$ cat config.mk
export PLATFORM = sky130hd
export DESIGN_NAME = rfm_mul
export DESIGN_NICKNAME = d
export VERILOG_FILES = /design/src/hdl/rfm_pkg.sv /design/src/hdl/rfm_mul.sv
export SDC_FILE = /design/constraint.sdc
export NUM_CORES = 2
export LEC_CHECK = 0
export BUFFER_PORTS_ARGS = -buffer_cell sky130_fd_sc_hd__buf_2
export CORE_MARGIN = 3
export CORE_UTILIZATION = 55
export CTS_BUF_LIST = sky130_fd_sc_hd__clkbuf_4 sky130_fd_sc_hd__clkbuf_8
export CTS_CLUSTER_DIAMETER = 30
export DETAILED_ROUTE_END_ITERATION = 7
export PLACE_DENSITY_LB_ADDON = 0.12
export SLEW_MARGIN = 20
export SYNTH_ARGS = -nofsm -noshare
export SYNTH_HDL_FRONTEND = slang
export SYNTH_SLANG_ARGS = --single-unit
$ cat constraint.sdc
create_clock -name clk -period 13.3 [get_ports clk]
set_input_delay 2.66 -clock clk [delete_from_list [all_inputs] [get_ports clk]]
set_output_delay 2.66 -clock clk [all_outputs]
set_load 0.05 [all_outputs]
$ cat src/hdl/rfm_pkg.sv
// Shared types and constants for the runtime fairness monitor.
// No dependencies.
`default_nettype none
package rfm_pkg;

	localparam int unsigned SCALE = 1000;

	localparam logic [2:0] MODE_REG   = 3'd0;
	localparam logic [2:0] MODE_START = 3'd1;
	localparam logic [2:0] MODE_STOP  = 3'd2;
	localparam logic [2:0] MODE_QUERY = 3'd3;
	localparam logic [2:0] MODE_CLEAR = 3'd4;

	localparam logic [2:0] ST_OK       = 3'd0;
	localparam logic [2:0] ST_NOTFOUND = 3'd1;
	localparam logic [2:0] ST_RUNNING  = 3'd2;
	localparam logic [2:0] ST_IDLE     = 3'd3;
	localparam logic [2:0] ST_FULL     = 3'd4;

	// table write controls
	typedef struct packed {
		logic we_id;
		logic we_start;
		logic we_rt;
		logic set_run;
		logic clr_run;
		logic clr_all;
	} tbl_ctl_t;

	// multiplier jobs
	typedef enum logic [2:0] {
		OP_SQ = 3'd0,
		OP_SS = 3'd1,
		OP_NL = 3'd2,
		OP_NH = 3'd3,
		OP_DL = 3'd4,
		OP_DH = 3'd5
	} mop_t;

	typedef enum logic [7:0] {
		S_IDLE = 8'b0000_0001,
		S_RD   = 8'b0000_0010,
		S_CHK  = 8'b0000_0100,
		S_UPD  = 8'b0000_1000,
		S_MWT  = 8'b0001_0000,
		S_FIN  = 8'b0010_0000,
		S_DIV  = 8'b0100_0000,
		S_OUT  = 8'b1000_0000
	} state_t;

endpackage
`default_nettype wire

$ cat src/hdl/rfm_mul.sv
// Shared 64x64 multiplier: four 32x32 partial products, one per cycle.
// Depends on rfm_pkg.
`default_nettype none
module rfm_mul import rfm_pkg::*; (
	input  wire logic         clk,
	input  wire logic         arst_n,
	input  wire logic         go,
	input  wire logic [63:0]  a,
	input  wire logic [63:0]  b,
	output logic              done,
	output logic      [127:0] p
);

	logic [63:0]  a_q, b_q;
	logic [1:0]   k_q, sh_s1;
	logic         run_q, pv_s1;
	logic [63:0]  prd_s1;
	logic [31:0]  ah, bh;
	logic [6:0]   shamt;

	assign ah = k_q[1] ? a_q[63:32] : a_q[31:0];
	assign bh = k_q[0] ? b_q[63:32] : b_q[31:0];
	assign shamt = 7'(({1'b0, sh_s1[1]} + {1'b0, sh_s1[0]})) << 5;

	always_ff @(posedge clk) begin
		if (go) begin
			a_q <= a;
			b_q <= b;
		end
		prd_s1 <= ah * bh;
		sh_s1  <= k_q;
		if (go) p <= '0;
		else if (pv_s1) p <= p + ({64'd0, prd_s1} << shamt);
	end

	always_ff @(posedge clk or negedge arst_n) begin
		if (!arst_n) begin
			k_q   <= '0;
			run_q <= 1'b0;
			pv_s1 <= 1'b0;
			done  <= 1'b0;
		end else begin
			done  <= pv_s1 && (sh_s1 == 2'd3);
			pv_s1 <= run_q;
			if (go) begin
				k_q   <= '0;
				run_q <= 1'b1;
			end else if (run_q) begin
				k_q <= k_q + 2'd1;
				if (k_q == 2'd3) run_q <= 1'b0;
			end
		end
	end

endmodule
`default_nettype wire

Yosys cells after proc, flatten, opt, wreduce, memory -nomap -nowiden
Cells that the tools add are included.
W data, S select, Z words.
{"block": "word_totals", "register_bits": 327, "word_cells": 25}
{"block": "op_classes", "addsub": 3, "multipliers": 1, "eq_ne": 2, "shifts": 1, "muxes": 7, "reduce_logical": 2}
{"operator": "$add A128 B128 Y128", "count": 1}
{"operator": "$shl A64 B7 Y128", "count": 1}
{"operator": "$mul A32 B32 Y64", "count": 1}
{"operator": "$mux W32", "count": 2}
{"operator": "$eq A2 B2 Y1 const B", "count": 2}
{"operator": "$mux W2", "count": 2}
{"operator": "$mux W1", "count": 3}
{"operator": "$add A1 B1 Y2", "count": 1}
{"operator": "$add A2 B1 Y2 const B", "count": 1}
{"operator": "$reduce_bool A2 Y1", "count": 1}
{"operator": "$logic_and A1 B1 Y1", "count": 1}

Logic depth before layout (Yosys ltp)
{"block": "depth", "word_depth": 4, "mapped_depth": 34, "mapped_depth_nobuf": 30}

Least setup slack after synthesis
Ideal clock, no wire load.
{"block": "synth_timing", "path_kind": "reg-to-reg", "from": "register k_q[0]", "to": "register prd_s1[57]", "setup_ns": 0.072, "arrival_time_ns": 8.572, "required_ns": 13.228, "path_slack_ns": 4.656, "stages_incl_launch_ff": 29, "n_path_buf": 3, "synth_period_minus_slack_ns": 8.644, "cell_sequence": "dfrtp_1 -> clkbuf_1 -> clkbuf_1 -> buf_1 -> mux2_2 -> nand2_1 -> fa_1 -> fa_1 -> fa_1 -> fa_1 -> inv_1 -> fa_1 -> inv_1 -> fa_1 -> fa_1 -> fa_1 -> inv_1 -> ha_1 -> nand2_1 -> o21ai_0 -> a221oi_1 -> o21ai_0 -> o2111ai_2 -> o31ai_4 -> o21ai_2 -> or3_4 -> o21a_1 -> o21ai_2 -> xor2_1"}
{"block": "synth_between", "elab_chain_cells": 2}
{"element": "from (decl)", "line_no": "rfm_mul.sv:15", "rtl": "logic [1:0] k_q, sh_s1;"}
{"element": "from (signal assigned)", "line_no": "rfm_mul.sv:49", "rtl": "k_q <= k_q + 2'd1;"}
{"element": "$mux W32", "line_no": "rfm_mul.sv:22", "rtl": "assign bh = k_q[0] ? b_q[63:32] : b_q[31:0];"}
{"element": "$mul A32 B32 Y64", "line_no": "rfm_mul.sv:30", "rtl": "prd_s1 <= ah * bh;"}
{"element": "to (signal assigned)", "line_no": "rfm_mul.sv:30"}
{"element": "to (decl)", "line_no": "rfm_mul.sv:17", "rtl": "logic [63:0] prd_s1;"}
Every way passes these cells.
A chain may end at the register's enable or synchronous reset.

Final worst setup path
{"block": "layout_timing", "from": "register k_q[1]", "to": "register prd_s1[58]"}
{"block": "layout_between", "elab_chain_cells": 2}
{"element": "$mux W32", "line_no": "rfm_mul.sv:21", "rtl": "assign ah = k_q[1] ? a_q[63:32] : a_q[31:0];"}
{"element": "$mul A32 B32 Y64", "line_no": "rfm_mul.sv:30"}
Every way passes these cells.

==> impl_metrics.toml <==
[logic_synthesis]
syn_area_sq_um = 52400
synth_nets = 7432
synth-async-reset-ratio_pct = 1.53
synth_edf_count = 128
syn_avg_cell_area_sq_um = 8.72
yosys-top-cells-area = "fa_1, ha_1, dfxtp_1, edfxtp_1, inv_1"
synth_flop_cell = "dfxtp_1"
ys_types = 80
yosysWarningCount = 0
synth-seq-cells = 327
syn-instance-count = 6012
synth_top_cell_by_area = "fa_1"
synth_top_area_share_pct = 34.2
ys_seq_area_share_pct = 15.0

[timing]
rsz0062_at_grt = "no"
tightestPinTransition_ns = 1.23
finalSetupTns_ns = 0
drv_slew = 0
fin_skew_ns = 0.0907
final-hold-violation-count = 0
maxSlewHeadroom_pct = 15.9
period_needed_ns = 9.98
fmax_ghz = 0.100
setup_viol = 0
fin_crit_sh_pct = 75.0

[status]
outcome = "completed"

[floorplan]
core.rowCount = 112
dieHeight_um = 315
initial_utilization_pct = 55.8
ios = 260
die_width_um = 315
die_area_sq_um = 99100
coreArea_sq_um = 93900

[global_route]
overflow = 0
grt.busiest_layer = "met2"
antenna_found_initial = 3
grt_first_pass_wirelength_um = 284000
met2_usage_pct = 60.7
grt_max_degree = 72
grt_pass1_vias = 45180
use_met1_pct = 47.8
met3_usage_pct = 10.3
grtUsageTotal_pct = 39.2

[place]
place_inst = 7304
port_buffers = 259
gp_routability_congestion = 1.01
place_hpwl_um = 153000

[worst_hold_path]
whs_endpoint = "p[55]"
hp-start = "p[55]"
hold_class = "reg -> reg"
hold_path_depth = 2

[layout]
area_growth_pct = 8.73
drive_above_1_share_pct = 10.1
nFillCells = 8495
fin_nets = 7554
layout_commonest_cell = "inv_1"
layout_common_cells = "inv_1, fa_1, nor2_1"
finalNonFillerCells = 7460

[route]
dr.pass1.iters = 6
avgRoutedWirePerCell_um = 25.9
viasPerCell = 5.93
route.vias.total = 44237
drc = 0
drt_first_iter_violations = 3851
wl_um = 193000
ant_nets = 0

[cts]
cts_hold_buf = 0
cts_setup_buffers = 0
ctsRootBufferMaster = "clkbuf_8"
clockBufferDepth = 3
cts_max_level = 3
insertion_delay_ns = 0.81
clk_pin_slew_ns = 0.05
cts_buffers = 82
tritoncts = "yes"
post_cts_resized = 0
cts_sinks = 327

[setup_path]
arrival_ns = 10.60
r2r-start = "k_q[1]"
rrSetupSlack_ns = 3.32
timing.rr.end = "prd_s1[58]"
critPathSlowestCell = "dfrtp_4"
cpMostUsedCell = "fa_1"
path_class = "reg -> reg"
reg2reg_depth = 30
slowest_delay_ns = 0.86
critPathRequiredTime_ns = 13.93
worstSetupStartpointType = "register"
endpoint_kind = "register"
path_max_fanout = 37

[job]
maxCapViolations = 0
per-stage QoR:
| stage | hold slack [ns] | instance area (sq um) | worst slack, ns | utilization, % |
|---|---|---|---|---|
| 2_1_floorplan | 0.388 | 52400 | 4.66 | - |
| 3_3_place_gp | 0.471 | 55100 | 3.65 | 58.6 |
| 3_5_place_dp | 0.477 | 55100 | 3.48 | 58.6 |
| 4_1_cts | 0.486 | 57000 | 3.50 | 60.7 |
| 5_1_grt | 0.492 | 57000 | 2.92 | 60.7 |
| 6_report | 0.483 | 57000 | 3.32 | 60.7 |
state kept, by name, indices dropped and copies added (netlist names):
register / flops
done: 1
run_q: 1
b_q: 64
k_q: 2
p: 128
prd_s1: 64
pv_s1: 1
a_q: 64
sh_s1: 2
final cells by class:
cell class                 instances  area, sq um  area share (%)
multi-input combinational       4446        40200            70.6
antenna                            4         10.0          0.0176
timing repair buffer             333         1860            3.26
tap                             1254         1570            2.75
clock buffer                     101         1330            2.34
inverter                         944         3540            6.22
clock inverter                    51          599            1.05
sequential                       327         7860            13.8
routing by layer:
metal	up-vias	wire, um	part of all wire, %
li1	19382	-	-
met1	21846	71600	37
met2	2375	84800	44
met3	632	19900	10
met4	2	16900	8.7
met5	-	13	0.0067
synth_stat cells (28+ instances only):
cell type / number
nand3_1: 40
xor2_1: 71
dfxtp_1: 194
a21o_1: 81
o21bai_1: 38
clkbuf_1: 265
a31oi_1: 28
mux2i_1: 151
a22o_1: 35
a21oi_1: 287
ha_1: 392
nand4_1: 62
nor2_1: 850
fa_1: 897
nor3_1: 49
nor2b_1: 50
inv_1: 944
mux2_2: 65
xnor2_1: 106
nand2_1: 721
o21ai_0: 212
edfxtp_1: 128
and2_1: 45
critical path: cells and delay by family (launching register included):
family | cells | cell delay [ns]
and+or+nand+nor | 1 | 0.15
DFF | 1 | 0.86
buffers and inverters | 8 | 1.05
adders and majority gates | 9 | 4.20
muxes | 1 | 0.67
xor gates and xnor gates | 1 | 0.16
AOI/OAI and AO/OA | 10 | 2.68
logic make-up after synthesis:
kind of cell	synth area share [%]
AND/OR/NAND/NOR	15.1
XOR/XNOR	2.96
AO/OA/AOI/OAI	10.1
multiplexers	4.28
buffers and inverters	8.92
flip-flops	15.0
adder cells (fa/ha/maj)	43.6
worst max path at each step:
stage                       from  cells after the start         end
after floorplan           k_q[0]                     28  prd_s1[57]
after global placement    k_q[1]                     27  prd_s1[58]
after detailed placement  k_q[1]                     27  prd_s1[58]
after CTS                 k_q[1]                     30  prd_s1[58]
after global routing      k_q[1]                     30  prd_s1[58]
final                     k_q[1]                     30  prd_s1[58]
Power is left out: the tool's default activity adds up to more than one toggle a clock period on the data nets, which glitch-free logic cannot reach.
